[src/rtl/core/spectrum_bar_led_mapper_core_defines.svh]
// assertion macros for the spectrum bar led mapper core
// expects clk_i and rst_ni in the scope where a macro is used
`ifndef SPECTRUM_BAR_LED_MAPPER_CORE_DEFINES_SVH
`define SPECTRUM_BAR_LED_MAPPER_CORE_DEFINES_SVH

// property checked on every clock edge outside reset
`define SBLM_ASSERT(name, prop, msg) \
  name: assert property (@(posedge clk_i) disable iff (!rst_ni) (prop)) \
    else $error(msg);

// condition that must never be seen outside reset
`define SBLM_ASSERT_NEVER(name, cond, msg) \
  `SBLM_ASSERT(name, !(cond), msg)

`endif

[src/rtl/core/sblm_pkg.sv]
// shared types, constants and the level quantizer of the spectrum bar led mapper
// no dependencies
`default_nettype none

package sblm_pkg;

  localparam int MAG_W     = 16;
  localparam int COL_IDX_W = 4;
  localparam int LEVEL_W   = 4;
  localparam int LED_IDX_W = 7;
  localparam int COLOR_W   = 24;
  localparam int BIN_CNT_W = 9;
  localparam int NUM_THRESH = 10;

  localparam int DEF_BINS_PER_COLUMN = 31;
  localparam int DEF_NUM_COLUMNS     = 12;
  localparam int DEF_NUM_ROWS        = 10;
  localparam int DEF_FIFO_DEPTH      = 4;

  localparam int APB_ADDR_W = 3;
  localparam int APB_DATA_W = 32;

  // register indexes, taken from paddr[2]
  localparam logic REG_FLOOR_FIRST = 1'b0;
  localparam logic REG_FLOOR_REST  = 1'b1;

  localparam logic [MAG_W-1:0] FLOOR_FIRST_RST = 16'd486;
  localparam logic [MAG_W-1:0] FLOOR_REST_RST  = 16'd128;

  // q8.8 codes of 0.5 .. 31.7, rounded up
  localparam logic [MAG_W-1:0] THRESH [NUM_THRESH] = '{
    16'd128, 16'd308, 16'd589, 16'd999, 16'd1588,
    16'd2407, 16'd3482, 16'd4864, 16'd6656, 16'd8116
  };

  // bottom row first
  localparam logic [COLOR_W-1:0] ROW_COLOR [NUM_THRESH] = '{
    24'hFF0000, 24'hFF7F00, 24'hFFFF00, 24'h7FFF00, 24'h00FF00,
    24'h00FF7F, 24'h00FFFF, 24'h007FFF, 24'h0000FF, 24'h7F00FF
  };

  typedef struct packed {
    logic [MAG_W-1:0] magnitude;
    logic             frame_start;
  } bin_item_t;

  typedef struct packed {
    logic [LED_IDX_W-1:0] led_index;
    logic [COLOR_W-1:0]   color;
    logic [LEVEL_W-1:0]   bar_level;
    logic                 last;
  } led_write_t;

  // one finished column waiting for the led writer
  typedef struct packed {
    logic [COL_IDX_W-1:0] col;
    logic [MAG_W-1:0]     peak;
  } col_entry_t;

  function automatic logic [LEVEL_W-1:0] quantize(input logic [MAG_W-1:0] peak,
                                                  input logic [MAG_W-1:0] floor_q);
    logic [LEVEL_W-1:0] lvl;
    lvl = '0;
    for (int i = 0; i < NUM_THRESH; i++) begin
      if (peak >= THRESH[i]) lvl = lvl + LEVEL_W'(1);
    end
    if (peak < floor_q) lvl = '0;
    return lvl;
  endfunction

endpackage

`default_nettype wire

[src/rtl/core/sblm_front.sv]
// bin front end: frame and column counting, running peak per column
// depends on sblm_pkg; pushes finished columns into sblm_fifo
`default_nettype none

module sblm_front #(
  parameter int BINS_PER_COLUMN = sblm_pkg::DEF_BINS_PER_COLUMN,
  parameter int NUM_COLUMNS     = sblm_pkg::DEF_NUM_COLUMNS
) (
  input  wire                    clk_i,
  input  wire                    rst_ni,
  input  wire                    in_valid_i,
  input  sblm_pkg::bin_item_t    in_item_i,
  output logic                   in_stall_o,
  input  wire                    full_i,
  output logic                   push_o,
  output sblm_pkg::col_entry_t   push_entry_o
);

  localparam int ColW = (NUM_COLUMNS > 1) ? $clog2(NUM_COLUMNS) : 1;
  localparam int BinW = (BINS_PER_COLUMN > 1) ? $clog2(BINS_PER_COLUMN) : 1;
  localparam int CntW = sblm_pkg::BIN_CNT_W;

  logic [CntW-1:0]            bin_cnt_q, bin_cnt_d;
  logic [ColW-1:0]            col_q, col_d;
  logic [BinW-1:0]            bic_q, bic_d;
  logic [sblm_pkg::MAG_W-1:0] peak_q, peak_d, peak_new;
  logic                       done_q, done_d;
  logic                       accept;
  logic                       col_end;

  assign in_stall_o = full_i;
  assign accept     = in_valid_i && !in_stall_o;
  assign peak_new   = (in_item_i.magnitude > peak_q) ? in_item_i.magnitude : peak_q;
  assign col_end    = (bic_q == BinW'(BINS_PER_COLUMN - 1));

  always_comb begin
    bin_cnt_d    = bin_cnt_q;
    col_d        = col_q;
    bic_d        = bic_q;
    peak_d       = peak_q;
    done_d       = done_q;
    push_o       = 1'b0;
    push_entry_o.col  = sblm_pkg::COL_IDX_W'(col_q);
    push_entry_o.peak = peak_new;
    if (accept) begin
      if (in_item_i.frame_start || bin_cnt_q == '0) begin
        // dc bin of a new frame
        bin_cnt_d = CntW'(1);
        col_d     = '0;
        bic_d     = '0;
        peak_d    = '0;
        done_d    = 1'b0;
      end else begin
        if (bin_cnt_q != '1) bin_cnt_d = bin_cnt_q + CntW'(1);
        if (!done_q) begin
          if (col_end) begin
            push_o = 1'b1;
            peak_d = '0;
            bic_d  = '0;
            if (col_q == ColW'(NUM_COLUMNS - 1)) begin
              done_d = 1'b1;
            end else begin
              col_d = col_q + ColW'(1);
            end
          end else begin
            peak_d = peak_new;
            bic_d  = bic_q + BinW'(1);
          end
        end
      end
    end
  end

  always_ff @(posedge clk_i or negedge rst_ni) begin
    if (!rst_ni) begin
      bin_cnt_q <= '0;
      col_q     <= '0;
      bic_q     <= '0;
      peak_q    <= '0;
      done_q    <= 1'b0;
    end else begin
      bin_cnt_q <= bin_cnt_d;
      col_q     <= col_d;
      bic_q     <= bic_d;
      peak_q    <= peak_d;
      done_q    <= done_d;
    end
  end

endmodule

`default_nettype wire

[src/rtl/core/sblm_fifo.sv]
// small column queue between the bin front end and the led writer
// depends on sblm_pkg for the entry type
`default_nettype none

`include "spectrum_bar_led_mapper_core_defines.svh"

module sblm_fifo #(
  parameter int Depth = sblm_pkg::DEF_FIFO_DEPTH
) (
  input  wire                    clk_i,
  input  wire                    rst_ni,
  input  wire                    push_i,
  input  sblm_pkg::col_entry_t   push_entry_i,
  output logic                   full_o,
  input  wire                    pop_i,
  output sblm_pkg::col_entry_t   head_o,
  output logic                   empty_o
);

  localparam int PtrW = (Depth > 1) ? $clog2(Depth) : 1;
  localparam int CntW = $clog2(Depth + 1);

  sblm_pkg::col_entry_t mem_q [Depth];
  logic [PtrW-1:0] wr_ptr_q, wr_ptr_d;
  logic [PtrW-1:0] rd_ptr_q, rd_ptr_d;
  logic [CntW-1:0] count_q, count_d;

  assign full_o  = (count_q == CntW'(Depth));
  assign empty_o = (count_q == '0);
  assign head_o  = mem_q[rd_ptr_q];

  always_comb begin
    wr_ptr_d = wr_ptr_q;
    rd_ptr_d = rd_ptr_q;
    count_d  = count_q;
    if (push_i) begin
      wr_ptr_d = (wr_ptr_q == PtrW'(Depth - 1)) ? '0 : wr_ptr_q + PtrW'(1);
    end
    if (pop_i) begin
      rd_ptr_d = (rd_ptr_q == PtrW'(Depth - 1)) ? '0 : rd_ptr_q + PtrW'(1);
    end
    if (push_i && !pop_i) count_d = count_q + CntW'(1);
    if (!push_i && pop_i) count_d = count_q - CntW'(1);
  end

  always_ff @(posedge clk_i) begin
    if (push_i) mem_q[wr_ptr_q] <= push_entry_i;
  end

  always_ff @(posedge clk_i or negedge rst_ni) begin
    if (!rst_ni) begin
      wr_ptr_q <= '0;
      rd_ptr_q <= '0;
      count_q  <= '0;
    end else begin
      wr_ptr_q <= wr_ptr_d;
      rd_ptr_q <= rd_ptr_d;
      count_q  <= count_d;
    end
  end

  `SBLM_ASSERT(a_count_bound, count_q <= CntW'(Depth), "column queue count above depth")
  `SBLM_ASSERT_NEVER(a_push_full, push_i && full_o, "push into full column queue")
  `SBLM_ASSERT_NEVER(a_pop_empty, pop_i && empty_o, "pop from empty column queue")
  `SBLM_ASSERT(a_count_up, push_i && !pop_i |=> count_q == $past(count_q) + CntW'(1), "push lost")

endmodule

`default_nettype wire

[src/rtl/core/sblm_back.sv]
// led writer: quantizes a queued column and emits one led write per row
// depends on sblm_pkg; pops from sblm_fifo
`default_nettype none

module sblm_back #(
  parameter int NUM_COLUMNS = sblm_pkg::DEF_NUM_COLUMNS,
  parameter int NUM_ROWS    = sblm_pkg::DEF_NUM_ROWS
) (
  input  wire                              clk_i,
  input  wire                              rst_ni,
  input  wire                              empty_i,
  input  sblm_pkg::col_entry_t             head_i,
  output logic                             pop_o,
  input  wire [sblm_pkg::MAG_W-1:0]        floor_first_i,
  input  wire [sblm_pkg::MAG_W-1:0]        floor_rest_i,
  output logic                             out_valid_o,
  output sblm_pkg::led_write_t             out_item_o,
  input  wire                              out_stall_i
);

  localparam int RowW = (NUM_ROWS > 1) ? $clog2(NUM_ROWS) : 1;
  localparam int PosW = sblm_pkg::LED_IDX_W + 1;

  logic                                busy_q;
  logic [RowW-1:0]                     row_q;
  logic [sblm_pkg::COL_IDX_W-1:0]      col_q;
  logic [sblm_pkg::LEVEL_W-1:0]        lvl_q;
  logic                                out_valid_q;
  sblm_pkg::led_write_t                out_q;
  sblm_pkg::led_write_t                wr_d;
  logic                                adv;
  logic [sblm_pkg::MAG_W-1:0]          floor_sel;
  logic [PosW-1:0]                     pos;

  assign pop_o     = !busy_q && !empty_i;
  assign adv       = busy_q && (!out_valid_q || !out_stall_i);
  assign floor_sel = (head_i.col == '0) ? floor_first_i : floor_rest_i;

  // serpentine: odd rows run right to left
  assign pos = PosW'(row_q) * PosW'(NUM_COLUMNS)
             + (row_q[0] ? PosW'(NUM_COLUMNS - 1) - PosW'(col_q) : PosW'(col_q));

  always_comb begin
    wr_d.led_index = pos[sblm_pkg::LED_IDX_W-1:0];
    wr_d.color     = (sblm_pkg::LEVEL_W'(row_q) < lvl_q) ? sblm_pkg::ROW_COLOR[row_q] : '0;
    wr_d.bar_level = lvl_q;
    wr_d.last      = (row_q == RowW'(NUM_ROWS - 1));
  end

  always_ff @(posedge clk_i or negedge rst_ni) begin
    if (!rst_ni) begin
      busy_q      <= 1'b0;
      row_q       <= '0;
      col_q       <= '0;
      lvl_q       <= '0;
      out_valid_q <= 1'b0;
    end else begin
      if (pop_o) begin
        busy_q <= 1'b1;
        row_q  <= '0;
        col_q  <= head_i.col;
        lvl_q  <= sblm_pkg::quantize(head_i.peak, floor_sel);
      end
      if (adv) begin
        out_valid_q <= 1'b1;
        if (wr_d.last) begin
          busy_q <= 1'b0;
        end else begin
          row_q <= row_q + RowW'(1);
        end
      end else if (out_valid_q && !out_stall_i) begin
        out_valid_q <= 1'b0;
      end
    end
  end

  always_ff @(posedge clk_i) begin
    if (adv) out_q <= wr_d;
  end

  assign out_valid_o = out_valid_q;
  assign out_item_o  = out_q;

endmodule

`default_nettype wire

[src/rtl/core/spectrum_bar_led_mapper_core.sv]
// top level of the spectrum bar led mapper: apb registers, front end, queue, led writer
// depends on sblm_pkg, sblm_front, sblm_fifo and sblm_back
`default_nettype none

// usage
//   input channel: one fft bin per transaction (magnitude q8.8, frame_start on bin 0),
//   taken whenever in_valid_i is high and in_stall_o is low; one bin per cycle sustained
//   output channel: one led write per transaction, ten (NUM_ROWS) per finished column,
//   led_index in serpentine order, color 0 for rows at or above the level
//   order: a column's last bin is taken with its queue push; the column is then popped and
//   quantized, and its first write enters the output register and becomes valid
//   the led writer pops a column only while idle and then writes its rows; finished columns
//   wait in a FIFO_DEPTH column queue, and in_stall_o rises only while that queue is full
//   when out_stall_i is high the pending write holds, the writer pauses, the queue
//   absorbs further columns and the input keeps flowing until the queue fills
//   apb: noise_floor_first at 0x0, noise_floor_rest at 0x4, 16 bits used; write only
//   while idle; pready is always high
//   reset: counters, peak and queue clear, floors return to 1.9 and 0.5; the first bin
//   after reset is treated as the dc bin of a frame

module spectrum_bar_led_mapper_core #(
  parameter int BINS_PER_COLUMN = sblm_pkg::DEF_BINS_PER_COLUMN,
  parameter int NUM_COLUMNS     = sblm_pkg::DEF_NUM_COLUMNS,
  parameter int NUM_ROWS        = sblm_pkg::DEF_NUM_ROWS,
  parameter int FIFO_DEPTH      = sblm_pkg::DEF_FIFO_DEPTH
) (
  input  wire                                clk_i,
  input  wire                                rst_ni,
  // bin input
  input  wire                                in_valid_i,
  input  sblm_pkg::bin_item_t                in_item_i,
  output logic                               in_stall_o,
  // led write output
  output logic                               out_valid_o,
  output sblm_pkg::led_write_t               out_item_o,
  input  wire                                out_stall_i,
  // register port
  input  wire                                psel,
  input  wire                                penable,
  input  wire                                pwrite,
  input  wire [sblm_pkg::APB_ADDR_W-1:0]     paddr,
  input  wire [sblm_pkg::APB_DATA_W-1:0]     pwdata,
  output logic [sblm_pkg::APB_DATA_W-1:0]    prdata,
  output logic                               pready
);

  // noise floor registers
  logic [sblm_pkg::MAG_W-1:0] floor_first_q, floor_first_d;
  logic [sblm_pkg::MAG_W-1:0] floor_rest_q, floor_rest_d;
  logic                       reg_wr;
  logic                       reg_sel;

  // front to queue to back
  logic                 push;
  logic                 full;
  logic                 pop;
  logic                 empty;
  sblm_pkg::col_entry_t push_entry;
  sblm_pkg::col_entry_t head;

  assign pready  = 1'b1;
  assign reg_wr  = psel && penable && pwrite && pready;
  assign reg_sel = paddr[2];

  always_comb begin
    floor_first_d = floor_first_q;
    floor_rest_d  = floor_rest_q;
    if (reg_wr && reg_sel == sblm_pkg::REG_FLOOR_FIRST) begin
      floor_first_d = pwdata[sblm_pkg::MAG_W-1:0];
    end
    if (reg_wr && reg_sel == sblm_pkg::REG_FLOOR_REST) begin
      floor_rest_d = pwdata[sblm_pkg::MAG_W-1:0];
    end
  end

  always_ff @(posedge clk_i or negedge rst_ni) begin
    if (!rst_ni) begin
      floor_first_q <= sblm_pkg::FLOOR_FIRST_RST;
      floor_rest_q  <= sblm_pkg::FLOOR_REST_RST;
    end else begin
      floor_first_q <= floor_first_d;
      floor_rest_q  <= floor_rest_d;
    end
  end

  // read back, upper bits zero (paddr[1:0] ignored, word aligned map)
  assign prdata = (reg_sel == sblm_pkg::REG_FLOOR_FIRST)
                ? sblm_pkg::APB_DATA_W'(floor_first_q)
                : sblm_pkg::APB_DATA_W'(floor_rest_q);

  // bin counting and running peak, one bin per cycle while the queue is not full
  sblm_front #(
    .BINS_PER_COLUMN (BINS_PER_COLUMN),
    .NUM_COLUMNS     (NUM_COLUMNS)
  ) u_front (
    .clk_i        (clk_i),
    .rst_ni       (rst_ni),
    .in_valid_i   (in_valid_i),
    .in_item_i    (in_item_i),
    .in_stall_o   (in_stall_o),
    .full_i       (full),
    .push_o       (push),
    .push_entry_o (push_entry)
  );

  // finished columns: index and peak
  sblm_fifo #(
    .Depth (FIFO_DEPTH)
  ) u_fifo (
    .clk_i        (clk_i),
    .rst_ni       (rst_ni),
    .push_i       (push),
    .push_entry_i (push_entry),
    .full_o       (full),
    .pop_i        (pop),
    .head_o       (head),
    .empty_o      (empty)
  );

  // quantize on pop, then one row per cycle into the output register, held by out_stall_i
  sblm_back #(
    .NUM_COLUMNS (NUM_COLUMNS),
    .NUM_ROWS    (NUM_ROWS)
  ) u_back (
    .clk_i         (clk_i),
    .rst_ni        (rst_ni),
    .empty_i       (empty),
    .head_i        (head),
    .pop_o         (pop),
    .floor_first_i (floor_first_q),
    .floor_rest_i  (floor_rest_q),
    .out_valid_o   (out_valid_o),
    .out_item_o    (out_item_o),
    .out_stall_i   (out_stall_i)
  );

endmodule

`default_nettype wire
[config.mk]
export PLATFORM = sky130hd
export DESIGN_NAME = spectrum_bar_led_mapper_core
export DESIGN_NICKNAME = d
export VERILOG_FILES = /design/src/rtl/core/sblm_pkg.sv /design/src/rtl/core/sblm_front.sv /design/src/rtl/core/sblm_fifo.sv /design/src/rtl/core/sblm_back.sv /design/src/rtl/core/spectrum_bar_led_mapper_core.sv
export VERILOG_INCLUDE_DIRS = /design/src /design/src/rtl/core
export SDC_FILE = /design/constraint.sdc
export NUM_CORES = 1
export LEC_CHECK = 0
export ABC_AREA = 1
export BUFFER_PORTS_ARGS = -buffer_cell sky130_fd_sc_hd__buf_4
export CORE_MARGIN = 8
export CORE_UTILIZATION = 50
export DETAILED_ROUTE_END_ITERATION = 6
export GPL_TIMING_DRIVEN = 0
export PLACE_DENSITY = 0.78
export SLEW_MARGIN = 10
export SYNTH_ARGS = -nofsm -noshare
export SYNTH_HDL_FRONTEND = slang
export SYNTH_SLANG_ARGS = --single-unit
[constraint.sdc]
create_clock -name clk_i -period 9.5 [get_ports clk_i]
set_input_delay 2.85 -clock clk_i [delete_from_list [all_inputs] [get_ports clk_i]]
set_output_delay 2.85 -clock clk_i [all_outputs]
set_load 0.01 [all_outputs]
==> parameters.txt <==
Parameter                              Value

Run status
  Outcome ... finished, final reports clean

Detailed routing
  Number of DRC markers after the initial detailed-route iteration ... 560
  Final wirelength ... 24.5 mm
  DR DRC count ... 0
  Routed wirelength normalized by instance count ... 14.4 um
  Vias per std cell ... 5.13
  Final antenna-violating net count ... 0
  Total via count after detailed routing ... 8729
  First drt pass iteration count ... 5

Final layout
  Share of cells above drive strength 1 ... 17.3%
  Most frequent cells in the layout ... nand2_1, inv_1, buf_4, o21ai_0, edfxtp_1
  Cell Count, Final, Fillers Out ... 1700
  Number of antenna repair diodes ... 0
  Layout Utilization ... 58.6%
  P&R area growth vs syn ... 16.3%
  Most frequent standard cell in the layout excluding fill and tap cells ... nand2_1
  Design area ... 12600 sq um
  Layout net count ... 1536

Floorplan
  Initial core utilization ... 50.4%
  Top-level port count ... 130
  Area of the die ... 26700 sq um
  Core region area ... 21600 sq um
  Y dimension of the die ... 163 um
  Die Width ... 163 um
  Rows ... 54

Synthesis
  Average cell area after synthesis ... 8.52 sq um
  Primary flip-flop cell chosen by synthesis mapping ... edfxtp_1
  Synthesized cell area ... 10900 sq um
  Share of synthesized registers carrying an async set or reset ... 47.3%
  Number of synthesized register bits ... 186
  Yosys top cell area share ... 27.1%
  Post-synthesis simple-gate area fraction ... 22.8%
  Largest area contributor in the synthesized netlist ... edfxtp_1
  Post-synthesis cell type count ... 50
  Post-synthesis share of cell area spent on xor and xnor gates ... 1.13%
  Instance count of the mapped netlist ... 1274
  Share of synthesized cell area in full adder, half adder and majority cells ... 8.28%
  Cells taking the most area after synthesis ... edfxtp_1, dfrtp_1, nand2_1
  Sequential element share of the synthesized area ... 47.5%
  Synth Area in Compound Gates ... 9.76%
  Total number of yosys warnings ... 0
  Share of cell area taken by muxes after synthesis ... 0%
  Combinational family with the most area after synthesis ... simple AND/OR/NAND/NOR gates
  Number of enable-type register cells in the synthesized netlist ... 98

Critical path
  Delay of the slowest critical-path stage ... 0.41 ns
  Element type at the critical path start ... input pin
  Crit Path Category ... input pin to output pin
  Worst Reg-to-Reg Cells ... 41
  Largest driver fanout on the critical path ... 10
  Ordered cell list for the critical path ... buf_4 > clkbuf_1 > nand2_1 > o21ai_0 > buf_4
  Critical path data arrival time ... 3.82 ns
  Top cell by count, worst path ... buf_4
  Reg2Reg Launch Point ... u_fifo.rd_ptr_q[0]$_DFFE_PN0P_
  Worst r2r dst ... u_back.lvl_q[1]$_DFFE_PN0P_
  Crit path required time ... 6.65 ns
  Cell with the biggest individual delay on the critical path ... clkbuf_1
  Critical path endpoint category ... output pin
  Flop-to-flop setup slack ... 3.78 ns

Clocking
  Root buffer cell ... clkbuf_16
  # resized after CTS ... 0
  Hold-fix buffers, CTS ... 0
  Number of buffers inserted to repair setup after CTS ... 0
  Clock insertion delay at the later pin of the skew report ... 0.43 ns
  Num CTS Buffers ... 17
  Clock Pin Slew Worst Setup and Hold Paths ... 0.06 ns
  Maximum buffer depth of the clock tree ... 2
  Number of sinks driven by the clock tree ... 186
  TritonCTS clock tree ... done
  H-tree level count ... 4

Timing
  Final hold violation count ... 0
  Final Max Tran Viols ... 0
  Highest clock frequency the design can meet ... 0.150 GHz
  Period minus WS final ... 6.67 ns
  Measured slew at the worst slew-check pin ... 1.13 ns
  Post-route clock skew ... 0.0141 ns
  Worst slew margin ... 24.2%
  Setup violations, final ... 0
  Sum Neg Setup Slack ... 0 ns
  Final worst-path cycle share ... 70.2%
  Setup repair after global routing missed its margin ... false

Power and ir drop
  Leakage ... 5.99 nW
  Worst IR Drop VDD ... 0.204 mV
  PnR Total Power ... 4.14 mW
  Power density over the cells ... 328 nW/um^2

Place
  Number of buffers added on ports ... 94
  Post-DP HPWL ... 18.4 mm
  Post-Place Cells ... 1668
  Area after DPL ... 12100 sq um
  Final Wtd Congestion ... 0.869

Global routing
  Congestion Overflow GR ... 0
  Pin count of the biggest net entering global routing ... 89
  First-pass GRT wire length ... 40.3 mm
  Overall Global Routing Usage ... 18.6%
  Vias in the first global route ... 8473
  Number of antenna violations at the first check in global routing ... 0

Min path
  Min-Delay Endpoint ... u_back.out_item_o[3]$_DFFE_PP_
  Number of cells on the worst hold path ... 0
  Path category of the worst min-delay check ... register to register
  Hold path startpoint ... u_back.lvl_q[2]$_DFFE_PN0P_

Run
  Maximum Capacitance Violations ... 0
## Yosys cell counts, types with 2 or more instances
| library cell | count |
|---|---|
| conb_1 | 2 |
| nor2_1 | 62 |
| a2111oi_0 | 2 |
| nor3b_1 | 5 |
| nand3_1 | 95 |
| fa_1 | 3 |
| xor2_1 | 10 |
| nand3_2 | 8 |
| o21ai_0 | 117 |
| dfrtp_1 | 81 |
| nor4_1 | 3 |
| buf_1 | 2 |
| nor2_4 | 2 |
| clkbuf_1 | 16 |
| xnor2_1 | 4 |
| nand3b_1 | 2 |
| a31oi_1 | 2 |
| nand2_2 | 15 |
| clkinv_1 | 2 |
| edfxtp_1 | 98 |
| nand4_1 | 5 |
| o21ai_1 | 2 |
| a221oi_1 | 2 |
| inv_2 | 11 |
| inv_1 | 166 |
| a21oi_1 | 33 |
| inv_4 | 2 |
| dfstp_2 | 7 |
| a32o_1 | 4 |
| nor3_1 | 15 |
| buf_6 | 6 |
| nand2_1 | 336 |
| or2_2 | 4 |
| o22ai_1 | 19 |
| buf_4 | 41 |
| nor2_2 | 4 |
| nand2_4 | 7 |
| ha_1 | 67 |
## final cells by class
| type | count | area (sq um) |
|---|---|---|
| plain buffers | 66 | 448 |
| clock inverters | 12 | 116 |
| fillers | 1827 | 8930 |
| clock buffers | 20 | 447 |
| flip-flops and latches | 186 | 5150 |
| well taps | 280 | 350 |
| inverters | 181 | 684 |
| multi-input cells | 856 | 4640 |
| repair buffers | 99 | 790 |
## worst max-delay path: cells and delay by family
| kind | cells | cell delay [ns] |
|---|---|---|
| buf+inv | 3 | 0.71 |
| compound gates | 1 | 0.15 |
| simple gates | 1 | 0.10 |
## report_power, final
group | leakage (nW) | internal [mW] | switching, mW
Combinational | 3.70 | 0.859 | 1.41
Clock | 0.271 | 0.372 | 0.310
Sequential | 2.01 | 1.08 | 0.102
Total | 5.99 | 2.31 | 1.83
## metal layers
| layer | routed length, um | up-vias | global-route usage (%) |
|---|---|---|---|
| li1 | - | 4405 | - |
| met1 | 10500 | 4021 | 22.9 |
| met2 | 12100 | 263 | 31.5 |
| met3 | 1190 | 40 | 3.28 |
| met4 | 642 | 0 | 7.88 |
| met5 | 0 | - | 0 |
## worst max path at each step
stage,startpoint,end,slack (ns),depth (start not counted)
finish,paddr[2],prdata[13],2.83,5
global route,paddr[2],prdata[13],2.78,5
CTS,paddr[2],prdata[13],2.84,5
detailed placement,paddr[2],prdata[13],2.87,5
global placement,paddr[2],prdata[12],2.88,5
floorplan,paddr[2],prdata[11],3.33,2
## sequential cells by signal, summed over array words and instances (netlist names), 2 cells and up
register	count
u_fifo.count_q	3
u_fifo.rd_ptr_q	2
u_front.bin_cnt_q	9
u_back.lvl_q	4
u_back.out_item_o	18
u_front.peak_q	16
u_back.row_q	4
floor_rest_q	16
u_fifo.mem_q	80
u_front.col_q	4
u_back.col_q	4
u_fifo.wr_ptr_q	2
u_front.bic_q	5
floor_first_q	16
## stage by stage
stage                     hold slack [ns]  setup WS, ns
after floorplan                     0.425          3.33
after global placement              0.431          2.88
after detailed placement            0.430          2.87
after CTS                           0.445          2.84
after global routing                0.468          2.78
final                               0.443          2.83
## kinds of logic after synthesis
kind of cell               Yosys count
buffers and inverters              247
and+or+nand+nor                    564
other                                2
adders and majority gates           70
DFF                                186
AOI/OAI and AO/OA                  191
xor gates and xnor gates            14
No activity file was read; power rests on OpenSTA's default activity.
